[config.mk]
export PLATFORM = sky130hd
export DESIGN_NAME = scomp_ctrl
export DESIGN_NICKNAME = d
export VERILOG_FILES = /design/src/rtl/core/scomp_pkg.sv /design/src/rtl/core/scomp_ctrl.sv
export SDC_FILE = /design/constraint.sdc
export NUM_CORES = 1
export LEC_CHECK = 0
export BUFFER_PORTS_ARGS = -buffer_cell sky130_fd_sc_hd__buf_4
export CORE_AREA = 2 2 39 41
export CTS_CLUSTER_SIZE = 25
export DETAILED_ROUTE_END_ITERATION = 7
export DIE_AREA = 0 0 41 43
export GPL_ROUTABILITY_DRIVEN = 0
export PLACE_DENSITY = 0.34
export SLEW_MARGIN = 20
export SYNTH_ARGS = -nofsm -noshare
export SYNTH_HDL_FRONTEND = slang
export SYNTH_SLANG_ARGS = --single-unit
[constraint.sdc]
create_clock -name clock -period 0.8 [get_ports clock]
set_input_delay 0.08 -clock clock [delete_from_list [all_inputs] [get_ports clock]]
set_output_delay 0.08 -clock clock [all_outputs]
set_load 0.1 [all_outputs]
[src/rtl/core/scomp_pkg.sv]
`default_nettype none

package scomp_pkg;

   localparam int SCOMP_LINE_WIDTH = 256;
   localparam int SCOMP_LINE_MAX = 1024;
   localparam int PIXEL_X_W = 8;
   localparam int WRAP_ENTRY_W = $clog2(SCOMP_LINE_MAX);
   localparam int CSR_ADDR_W = 5;
   localparam int CSR_DATA_W = 32;
   localparam int MATH_W = 17;

   localparam logic [2:0] SRC_BACKDROP = 3'd6;
   localparam logic [MATH_W-1:0] LOW_BITS = 17'h00421;
   localparam logic [MATH_W-1:0] CARRY_BITS = 17'h08420;
   localparam logic [MATH_W-1:0] HALF_MASK = 17'h07bde;

   typedef enum logic [1:0] {
      CMD_CLEAR     = 2'd0,
      CMD_PLOT_MAIN = 2'd1,
      CMD_PLOT_SUB  = 2'd2,
      CMD_EMIT      = 2'd3
   } cmd_type;

   typedef enum logic [2:0] {
      REG_BRIGHTNESS   = 3'd0,
      REG_FIXED_COLOR  = 3'd1,
      REG_BACKDROP     = 3'd2,
      REG_MATH_MASK    = 3'd3,
      REG_SUB_BLEND    = 3'd4,
      REG_SUBTRACT     = 3'd5,
      REG_HALVE        = 3'd6,
      REG_HIRES        = 3'd7
   } reg_index_type;

   typedef enum logic [1:0] {
      ST_IDLE,
      ST_FETCH,
      ST_EXEC,
      ST_EMIT2
   } state_type;

   typedef struct packed {
      logic [2:0]  src;
      logic [3:0]  prio;
      logic [14:0] color;
   } entry_type;

   typedef struct packed {
      logic [3:0]  brightness;
      logic [14:0] fixed_color;
      logic [14:0] backdrop_color;
      logic [6:0]  math_source_mask;
      logic        subscreen_blend;
      logic        subtract_mode;
      logic        halve_enable;
      logic        hires;
   } cfg_type;

   typedef struct packed {
      logic load;
      logic fetch;
      logic update;
      logic emit;
      logic swap;
      logic last;
   } ctl_type;

   typedef struct packed {
      cmd_type op;
      logic    hires;
   } status_type;

   typedef logic [(1 << PIXEL_X_W)-1:0][WRAP_ENTRY_W-1:0] wrap_table_type;

   function automatic wrap_table_type x_wrap_table(input int width);
      wrap_table_type t;
      int r;
      r = 0;
      for (int i = 0; i < (1 << PIXEL_X_W); i++) begin
         t[i] = WRAP_ENTRY_W'(r);
         r = (r + 1 == width) ? 0 : r + 1;
      end
      return t;
   endfunction

endpackage

`default_nettype wire

[src/rtl/core/scomp_ctrl.sv]
`default_nettype none

module scomp_ctrl
   import scomp_pkg::*;
(
   input  wire logic       clock,
   input  wire logic       reset,
   input  wire logic       start,
   output      logic       busy,
   input  wire status_type status,
   output      ctl_type    ctl
);

   state_type state_ff;
   state_type state_in;

   always_ff @(posedge clock) begin
      if (reset) begin
         state_ff <= ST_IDLE;
      end else begin
         state_ff <= state_in;
      end
   end

   always_comb begin
      state_in = state_ff;
      ctl = '0;
      busy = 1'b1;
      unique case (state_ff)
         ST_IDLE: begin
            busy = 1'b0;
            if (start) begin
               ctl.load = 1'b1;
               state_in = ST_FETCH;
            end
         end
         ST_FETCH: begin
            ctl.fetch = 1'b1;
            state_in = ST_EXEC;
         end
         ST_EXEC: begin
            if (status.op == CMD_EMIT) begin
               ctl.emit = 1'b1;
               ctl.swap = status.hires;
               ctl.last = !status.hires;
               state_in = status.hires ? ST_EMIT2 : ST_IDLE;
            end else begin
               ctl.update = 1'b1;
               state_in = ST_IDLE;
            end
         end
         ST_EMIT2: begin
            ctl.emit = 1'b1;
            ctl.last = 1'b1;
            state_in = ST_IDLE;
         end
         default: state_in = ST_IDLE;
      endcase
   end

   a_one_cmd: assert property (@(posedge clock) disable iff (reset)
      $onehot0({ctl.load, ctl.fetch, ctl.update, ctl.emit}))
      else $error("more than one datapath command at once");

   a_load_fetch: assert property (@(posedge clock) disable iff (reset)
      ctl.load |=> ctl.fetch)
      else $error("load not followed by fetch");

   a_second_beat: assert property (@(posedge clock) disable iff (reset)
      (ctl.emit && ctl.swap) |=> (ctl.emit && ctl.last && !ctl.swap))
      else $error("hires emit missing its second beat");

   a_no_update_on_emit: assert property (@(posedge clock) disable iff (reset)
      ctl.update |-> status.op != CMD_EMIT)
      else $error("line update issued for an emit");

endmodule

`default_nettype wire

==> impl_results.md <==
- Outcome: complete, but fails checks
- Failing checks: setup timing
- Sw Share: 38.7%
- Synth Area in Adders: 0%
- Initial drt markers: 0
- Sequential share of power: 17.6%
- Avg Cell Area, Syn: 7.57 µm²
- Number of remaining DRC errors: 0
- Routed vias: 231
- HPWL after detailed placement: 434 µm
- Synth Area in Simple Gates: 47.0%
- Vias per inst: 3.98
- Synth Register Bits: 2
- Net count, final: 50
- Area Growth Syn to Fin: 239%
- Max H-tree Level: 1
- Area leader, netlist: dfxtp_1
- Fin cells: 58
- Antenna viol nets, final: 0
- Largest net degree at the start of global routing: 7
- Worst vdd ir: 0.400 mV
- Area post-placement: 352 µm²
- Die area: 1760 µm²
- Layout cells sized above 1: 81.0%
- Top reg by flops: state_ff
- CP required: 0.72 ns
- Die width: 41 µm
- Vias in the first global route: 222
- Post-synthesis compound-gate area fraction: 22.6%
- Top Registers: state_ff x2
- Post-synthesis sequential area ratio: 27.8%
- Clock latency on the worst-skew pair: 0.22 ns
- Syn Inst Count: 19
- Synth top area cells: dfxtp_1 28%, nand2b_1 8.7%, nor2b_1 8.7%
- Power Dens Cells: 1340 nW/µm²
- Worst-Margin Slew: 0.278 ns
- Crit-path max FO: 6
- WS Path Type: flop to output pin
- Diodes inserted: 0
- Fin crit period: 1.18 ns
- HP Class: input pin to flop
- CTS clk-pin slew, worst paths: 0.03 ns
- Die Y: 43 µm
- Final setup vio count: 9
- Max Cap Viol: 0
- Post-synthesis mux area share: 0%
- Syn_nets: 25
- Sinks on Clock Net: 2
- Comb pwr share: 48.8%
- Post-Place Cells: 54
- Worst setup SP type: flop
- Yosys warns: 0
- Slew headroom: 81.6%
- Worst path max stage delay: 0.36 ns
- Commonest cells in the netlist: 2 x a21oi_1, 2 x dfxtp_1, 2 x nand2b_1, 2 x nor2_1, 2 x nor2b_1
- Grt ovf: 0
- Area share of the leading cell type in the synthesized netlist: 27.8%
- Clock network power share: 33.5%
- EDFF count, synth: 0
- First-pass DRT Iterations: 1
- Clock Skew: 0.00360 ns
- Initial Utilization: 10.4%
- Core footprint: 1380 µm²
- Max Buffers Root-to-Sink: 2
- Crit end category: output pin
- Synth Area in XOR/XNOR: 0%
- CTS buffer count: 3
- Initial antenna violation count: 0
- Io pins: 13
- Max Transition Viols Final: 0
- CP cell instances: or2_4 -> nor2_4 -> buf_12
- Switching power of the nets: 0.253 mW
- Unrepaired setup endpoints after global routing: yes
- Max reg flops: 2
- Critical path's slowest cell: dfxtp_4
- CP arrival: 1.10 ns
- CTS tree: done
- Fmax: 0.846 GHz
- Main combinational cell family by area after synthesis: simple AND/OR/NAND/NOR gates
- Tcrit/Tclk final: 148%
- PnR worst setup slack: -0.382 ns
- Fin. Hold Viols: 0
- Port bufs: 12
- Cell Int Power: 0.402 mW
- All-Layer GR Usage: 8.70%
- WL/cell: 9.55 µm
- Num rows: 14
- Top FF cell, synth: dfxtp_1
- Asr flop ratio synth: 0%
- Yosys cell types: 14
- Leak: 0.205 nW
- Final WL: 554 µm
- CTS Root Cell: clkbuf_4
- Wire length of the first global-routing pass: 959 µm
- Post-route cell area: 488 µm²
- Mapped cell area: 144 µm²
-- power groups by stage --
| stage | registers (mW) | logic [mW] | clock network, mW |
|---|---|---|---|
| final | 0.116 | 0.320 | 0.220 |
| after global routing | 0.117 | 0.334 | 0.249 |
| after CTS | 0.115 | 0.317 | 0.237 |
| after detailed placement | 0.117 | 0.265 | 0 |
| after global placement | 0.116 | 0.267 | 0 |
| after floorplan | 0.116 | 0.179 | 0 |
-- worst paths after layout --
check                                start                        to  slack (ns)  cells after the start
setup reg to reg  state_ff[0]$_SDFFE_PP0P_  state_ff[1]$_SDFFE_PP0P_       -0.26                      4
hold reg to reg   state_ff[1]$_SDFFE_PP0P_  state_ff[1]$_SDFFE_PP0P_        0.58                      2
hold / removal                       reset  state_ff[0]$_SDFFE_PP0P_        0.03                      2
setup / recovery  state_ff[1]$_SDFFE_PP0P_                    ctl[5]       -0.38                      3
-- layer usage --
layer	global-route usage, %	vias up	wire [µm]
met5	0	-	0
met4	8.00	0	0
met3	5.24	0	80
met2	11.3	13	260
met1	9.21	103	213
li1	-	115	-
-- critical path: cells and delay by family (launching register included) --
| kind | cells | cell delay (ns) |
|---|---|---|
| buffers and inverters | 1 | 0.18 |
| and+or+nand+nor | 2 | 0.35 |
| DFF | 1 | 0.36 |
-- cells by family after synthesis --
family          after synthesis
compound gates                5
simple gates                 11
flops                         2
buf+inv                       1
-- placed cells by master (no fill, tap or decap) --
master,instances
or2_4,1
dfxtp_2,1
nand3_1,1
a211oi_2,1
dfxtp_4,1
nand4_1,1
nor2_4,2
buf_4,12
o31ai_1,1
buf_6,2
nor2b_4,2
a21oi_1,1
clkbuf_4,3
buf_12,6
nand2b_1,1
inv_1,1
a21oi_4,1
or3b_1,1
nand2b_4,1
and3b_1,1
o21a_4,1
-- cell type report --
cell class / instances / area [µm²]
clock buffers: 3 / 22.5
fillers: 153 / 896
inverters: 1 / 3.75
multi-input cells: 16 / 164
flip-flops and latches: 2 / 45.0
well taps: 16 / 20.0
repair buffers: 20 / 233
-- timing repair --
| action | in CTS | in global routing |
|---|---|---|
| setup endpoints to repair | 9 | 9 |
| setup buffers | 1 | 0 |
| resized for setup | 23 | 2 |
| pin swaps | 2 | 0 |
| hold buffers | 0 | 0 |
-- per-stage QoR --
| step | hold WS, ns | total power [mW] | utilization, % | setup WS, ns | TNS, ns |
|---|---|---|---|---|---|
| 3_3_place_gp | 0.264 | 0.383 | 25.4 | -0.237 | -1.53 |
| 4_1_cts | 0.0179 | 0.670 | 34.6 | -0.395 | -2.67 |
| 5_1_grt | 0.0228 | 0.700 | 35.3 | -0.413 | -2.98 |
| 6_report | 0.0257 | 0.656 | 35.3 | -0.382 | -2.56 |
| 3_5_place_dp | 0.261 | 0.382 | 25.4 | -0.240 | -1.52 |
| 2_1_floorplan | 0.145 | 0.295 | - | -0.517 | -2.03 |
Note: power is estimated with default switching activity, not from simulation.
