**src/rtl/core/scomp_pkg.sv**
```systemverilog
`default_nettype none

package scomp_pkg;

   localparam int SCOMP_LINE_WIDTH = 256;
   localparam int SCOMP_LINE_MAX = 1024;
   localparam int PIXEL_X_W = 8;
   localparam int WRAP_ENTRY_W = $clog2(SCOMP_LINE_MAX);
   localparam int CSR_ADDR_W = 5;
   localparam int CSR_DATA_W = 32;
   localparam int MATH_W = 17;

   localparam logic [2:0] SRC_BACKDROP = 3'd6;
   localparam logic [MATH_W-1:0] LOW_BITS = 17'h00421;
   localparam logic [MATH_W-1:0] CARRY_BITS = 17'h08420;
   localparam logic [MATH_W-1:0] HALF_MASK = 17'h07bde;

   typedef enum logic [1:0] {
      CMD_CLEAR     = 2'd0,
      CMD_PLOT_MAIN = 2'd1,
      CMD_PLOT_SUB  = 2'd2,
      CMD_EMIT      = 2'd3
   } cmd_type;

   typedef enum logic [2:0] {
      REG_BRIGHTNESS   = 3'd0,
      REG_FIXED_COLOR  = 3'd1,
      REG_BACKDROP     = 3'd2,
      REG_MATH_MASK    = 3'd3,
      REG_SUB_BLEND    = 3'd4,
      REG_SUBTRACT     = 3'd5,
      REG_HALVE        = 3'd6,
      REG_HIRES        = 3'd7
   } reg_index_type;

   typedef enum logic [1:0] {
      ST_IDLE,
      ST_FETCH,
      ST_EXEC,
      ST_EMIT2
   } state_type;

   typedef struct packed {
      logic [2:0]  src;
      logic [3:0]  prio;
      logic [14:0] color;
   } entry_type;

   typedef struct packed {
      logic [3:0]  brightness;
      logic [14:0] fixed_color;
      logic [14:0] backdrop_color;
      logic [6:0]  math_source_mask;
      logic        subscreen_blend;
      logic        subtract_mode;
      logic        halve_enable;
      logic        hires;
   } cfg_type;

   typedef struct packed {
      logic load;
      logic fetch;
      logic update;
      logic emit;
      logic swap;
      logic last;
   } ctl_type;

   typedef struct packed {
      cmd_type op;
      logic    hires;
   } status_type;

   typedef logic [(1 << PIXEL_X_W)-1:0][WRAP_ENTRY_W-1:0] wrap_table_type;

   function automatic wrap_table_type x_wrap_table(input int width);
      wrap_table_type t;
      int r;
      r = 0;
      for (int i = 0; i < (1 << PIXEL_X_W); i++) begin
         t[i] = WRAP_ENTRY_W'(r);
         r = (r + 1 == width) ? 0 : r + 1;
      end
      return t;
   endfunction

endpackage

`default_nettype wire

```
**src/rtl/core/scomp_csr.sv**
```systemverilog
`default_nettype none

module scomp_csr
   import scomp_pkg::*;
(
   input  wire logic                  clock,
   input  wire logic                  reset,
   input  wire logic                  csr_psel,
   input  wire logic                  csr_penable,
   input  wire logic                  csr_pwrite,
   input  wire logic [CSR_ADDR_W-1:0] csr_paddr,
   input  wire logic [CSR_DATA_W-1:0] csr_pwdata,
   output      logic [CSR_DATA_W-1:0] csr_prdata,
   output      logic                  csr_pready,
   output      cfg_type               cfg
);

   cfg_type       cfg_ff;
   cfg_type       cfg_in;
   reg_index_type index;
   logic          wr_en;

   assign csr_pready = 1'b1;
   assign index = reg_index_type'(csr_paddr[4:2]);
   assign wr_en = csr_psel && csr_penable && csr_pwrite && csr_pready;
   assign cfg = cfg_ff;

   always_comb begin
      cfg_in = cfg_ff;
      if (wr_en) begin
         unique case (index)
            REG_BRIGHTNESS: cfg_in.brightness = csr_pwdata[3:0];
            REG_FIXED_COLOR: cfg_in.fixed_color = csr_pwdata[14:0];
            REG_BACKDROP: cfg_in.backdrop_color = csr_pwdata[14:0];
            REG_MATH_MASK: cfg_in.math_source_mask = csr_pwdata[6:0];
            REG_SUB_BLEND: cfg_in.subscreen_blend = csr_pwdata[0];
            REG_SUBTRACT: cfg_in.subtract_mode = csr_pwdata[0];
            REG_HALVE: cfg_in.halve_enable = csr_pwdata[0];
            REG_HIRES: cfg_in.hires = csr_pwdata[0];
            default: cfg_in = cfg_ff;
         endcase
      end
   end

   always_ff @(posedge clock) begin
      if (reset) begin
         cfg_ff <= '0;
      end else begin
         cfg_ff <= cfg_in;
      end
   end

   always_comb begin
      csr_prdata = '0;
      unique case (index)
         REG_BRIGHTNESS: csr_prdata = CSR_DATA_W'(cfg_ff.brightness);
         REG_FIXED_COLOR: csr_prdata = CSR_DATA_W'(cfg_ff.fixed_color);
         REG_BACKDROP: csr_prdata = CSR_DATA_W'(cfg_ff.backdrop_color);
         REG_MATH_MASK: csr_prdata = CSR_DATA_W'(cfg_ff.math_source_mask);
         REG_SUB_BLEND: csr_prdata = CSR_DATA_W'(cfg_ff.subscreen_blend);
         REG_SUBTRACT: csr_prdata = CSR_DATA_W'(cfg_ff.subtract_mode);
         REG_HALVE: csr_prdata = CSR_DATA_W'(cfg_ff.halve_enable);
         REG_HIRES: csr_prdata = CSR_DATA_W'(cfg_ff.hires);
         default: csr_prdata = '0;
      endcase
   end

endmodule

`default_nettype wire

```
**config.mk**
```make
export PLATFORM = sky130hd
export DESIGN_NAME = scomp_csr
export DESIGN_NICKNAME = d
export VERILOG_FILES = /design/src/rtl/core/scomp_pkg.sv /design/src/rtl/core/scomp_csr.sv
export SDC_FILE = /design/constraint.sdc
export NUM_CORES = 1
export LEC_CHECK = 0
export BUFFER_PORTS_ARGS = -buffer_cell sky130_fd_sc_hd__buf_4
export CORE_AREA = 2 2 74 130
export CTS_BUF_LIST = sky130_fd_sc_hd__clkbuf_16
export DETAILED_ROUTE_END_ITERATION = 10
export DIE_AREA = 0 0 76 132
export GPL_TIMING_DRIVEN = 0
export PLACE_DENSITY_LB_ADDON = 0.1
export RECOVER_POWER = 50
export SYNTH_ARGS = -nofsm -noshare
export SYNTH_HDL_FRONTEND = slang
export SYNTH_SLANG_ARGS = --single-unit
```
**constraint.sdc**
```tcl
create_clock -name clock -period 2.4 [get_ports clock]
set_input_delay 0.36 -clock clock [delete_from_list [all_inputs] [get_ports clock]]
set_output_delay 0.36 -clock clock [all_outputs]
set_load 0.1 [all_outputs]
```
==> flow_summary.toml <==
[outcome]
status = "complete, no violations"

[global_route]
grt_use_met2_pct = 29.3
grt_pass1_wl_mm = 11.6
antenna_found_initial = 0
track_usage_pct = 15.0
grt_max_degree = 14
grt_overflow = 0
grt_pass1_vias = 2061
use_met1_pct = 15.8
top_usage_layer = "met2"
met3_usage_pct = 3.15

[floorplan]
die_h_um = 132
ioPinCount = 120
initial_core_util_pct = 26.6
die_w_um = 76
fp.coreArea_um2 = 8920
core.rowCount = 46
die_area_um2 = 10000

[critical_path]
crit_family = "buffers and inverters"
crit_slowest_cell = "buf_2"
cpPeakStageDelay_ns = 0.33
r2r_end = "cfg[10]"
path_common_cell = "buf_4"
r2r_start = "cfg[10]"
crit_buf_inv = 3
reg2regPathDepth = 2
worstSetupStartpoint = "csr_paddr[3]"
critPathCaptureType = "primary output"
rrSetupSlack_ns = 1.76
crit_arrival_ns = 1.72
cp-start-kind = "primary input"
setup.worst_path.class = "in -> out"
cp_max_fo = 10
path_cells = "buf_4 > and2b_1 > buf_2 > a22oi_1 > nor2_4 > buf_4"
critPathRequiredTime_ns = 2.04

[clock_tree]
post_cts_buffers = 0
cts.sinks = 45
cts_made_buffers = 5
clk_latency_ns = 0.28
ctsResizeCount = 0
path_clk_slew_ns = 0.07
clockBufferDepth = 2
tritoncts = "yes"
clockRootBuffer = "clkbuf_16"
hold_buffers = 0
h-tree-depth = 2

[sta]
final_hold_viol_count = 0
finalCritPeriodShare_pct = 86.7
fmax_mhz = 480
setup_viol = 0
fin_crit_ns = 2.08
tightest_slew_ns = 1.19
maxSlewHeadroom_pct = 21.2
setup_tns_ns = 0
post-route-worst-setup-slack_ns = 0.319
drv_slew = 0
hold_slack_ns = 0.355
fin_skew_ns = 0
rsz0062_at_grt = "no"

[place]
dp_slack_ns = 0.0512
port_buffers = 82
place.gp.congestion = 0.712
hpwl_mm = 5.55
dpl_cell_area_um2 = 3280
place_inst = 462

[drt]
post_drt_via_cell_ratio = 4.20
wl_mm = 7.39
dr.pass1.iters = 6
via_count = 1971
wire_per_inst_um = 15.8
drt_iter0_markers = 67
antenna_left = 0
remaining_drc_errors = 0

[run]
drv_cap = 0

[final_layout]
final_util_pct = 37.6
fill_cells = 987
antennaDiodeCount = 0
nets = 391
finalInstanceArea_um2 = 3350
syn_to_final_growth_pct = 40.9
largest_reg_flops = 45
finalNonFillerCells = 469
drive_gt1_share_pct = 34.4

[hold_path]
hp-start = "csr_pwdata[8]"
hold_path_class = "in -> reg"
whs_endpoint = "cfg[34]"
min_path_cells = 3

[power_and_ir_drop]
powerDensity_nw_per_um2 = 559
ir_drop_v = 0.000344
p_total_mw = 1.87
p_leak_nw = 1.54

[logic_synthesis]
synth_edf_count = 0
async_flop_share_pct = 0
syn-instance-count = 244
ys.flop_type = "dfxtp_1"
synthMuxAreaShare_pct = 24.2
syn_area_um2 = 2380
synth_xor_area_share_pct = 0
synth.distinct_cells = 26
synthAdderAreaFrac_pct = 0
synth_top_family_by_area = "multiplexers"
ys_ff_latch = 45
yosys.area_share.simple_pct = 23.1
synth_compound_area_share_pct = 4.53
ys_seq_area_share_pct = 37.9
synth_area_per_cell_um2 = 9.74
ys_warn_count = 0
## placed cells by master (no fill, tap or decap), drive strengths merged
cell,count
a32oi,1
mux2,5
clkinv,1
and2,2
nand2b,61
a22oi,11
dfxtp,45
inv,1
and4b,2
nand3,2
conb,18
bufinv,1
mux2i,45
clkbuf,33
nor2,13
nand2,7
and2b,1
a221o,1
mux4,3
a31oi,1
buf,90
and4,1
nor2b,4
## layout make-up
cell class                      instances  area [um^2]  share of cell area [%]
Clock buffer                            5          125                    3.73
Inverter                                1         3.75                   0.112
Buffer                                 36          225                    6.72
Timing Repair Buffer                   82          548                    16.4
Tap cell                              120          150                    4.48
Sequential cell                        45          901                    26.9
Clock inverter                          2         35.0                    1.05
Multi-Input combinational cell        178         1360                    40.7
## worst max path at each step
| stage | to | slack (ns) | cells after the start |
|---|---|---|---|
| finish | csr_prdata[4] | 0.32 | 6 |
| global route | csr_prdata[4] | 0.19 | 6 |
| detailed placement | csr_prdata[13] | 0.05 | 5 |
| CTS | csr_prdata[10] | 0.05 | 5 |
| floorplan | csr_prdata[0] | -0.33 | 3 |
| global placement | csr_prdata[8] | 0.04 | 5 |
## routing by layer
| metal | routed length (um) | part of all wire [%] |
|---|---|---|
| met1 | 2830 | 38 |
| met2 | 4070 | 55 |
| met3 | 379 | 5.1 |
| met4 | 109 | 1.5 |
| met5 | 0 | 0 |
## synth_stat cells, types with 3 or more instances
cell	number	share of area [%]
nand2b_1	61	16
dfxtp_1	45	38
mux2i_1	45	19
buf_4	19	6.0
nor2_1	13	2.1
a22oi_1	11	3.5
clkbuf_1	8	1.3
nand2_1	7	1.1
buf_2	5	1.1
mux2_2	5	2.4
nor2b_1	4	1.1
buf_6	3	1.4
mux4_2	3	2.8
## where the power goes
group / internal [mW] / switching [mW] / total (mW)
logic: 0.0888 / 0.254 / 0.343
clock network: 0.484 / 0.289 / 0.772
registers: 0.752 / 0.00455 / 0.757
## worst min-delay path, stage by stage
cell and delay, ns:
buf_4 0.08, nand2b_1 0.06, mux2i_1 0.11
## logic make-up after synthesis
logic type,after synthesis
other,2
AO/OA/AOI/OAI,14
flip-flops,45
buffers and inverters,37
AND/OR/NAND/NOR,93
multiplexers,53
Power figures use the tool's default switching activity.
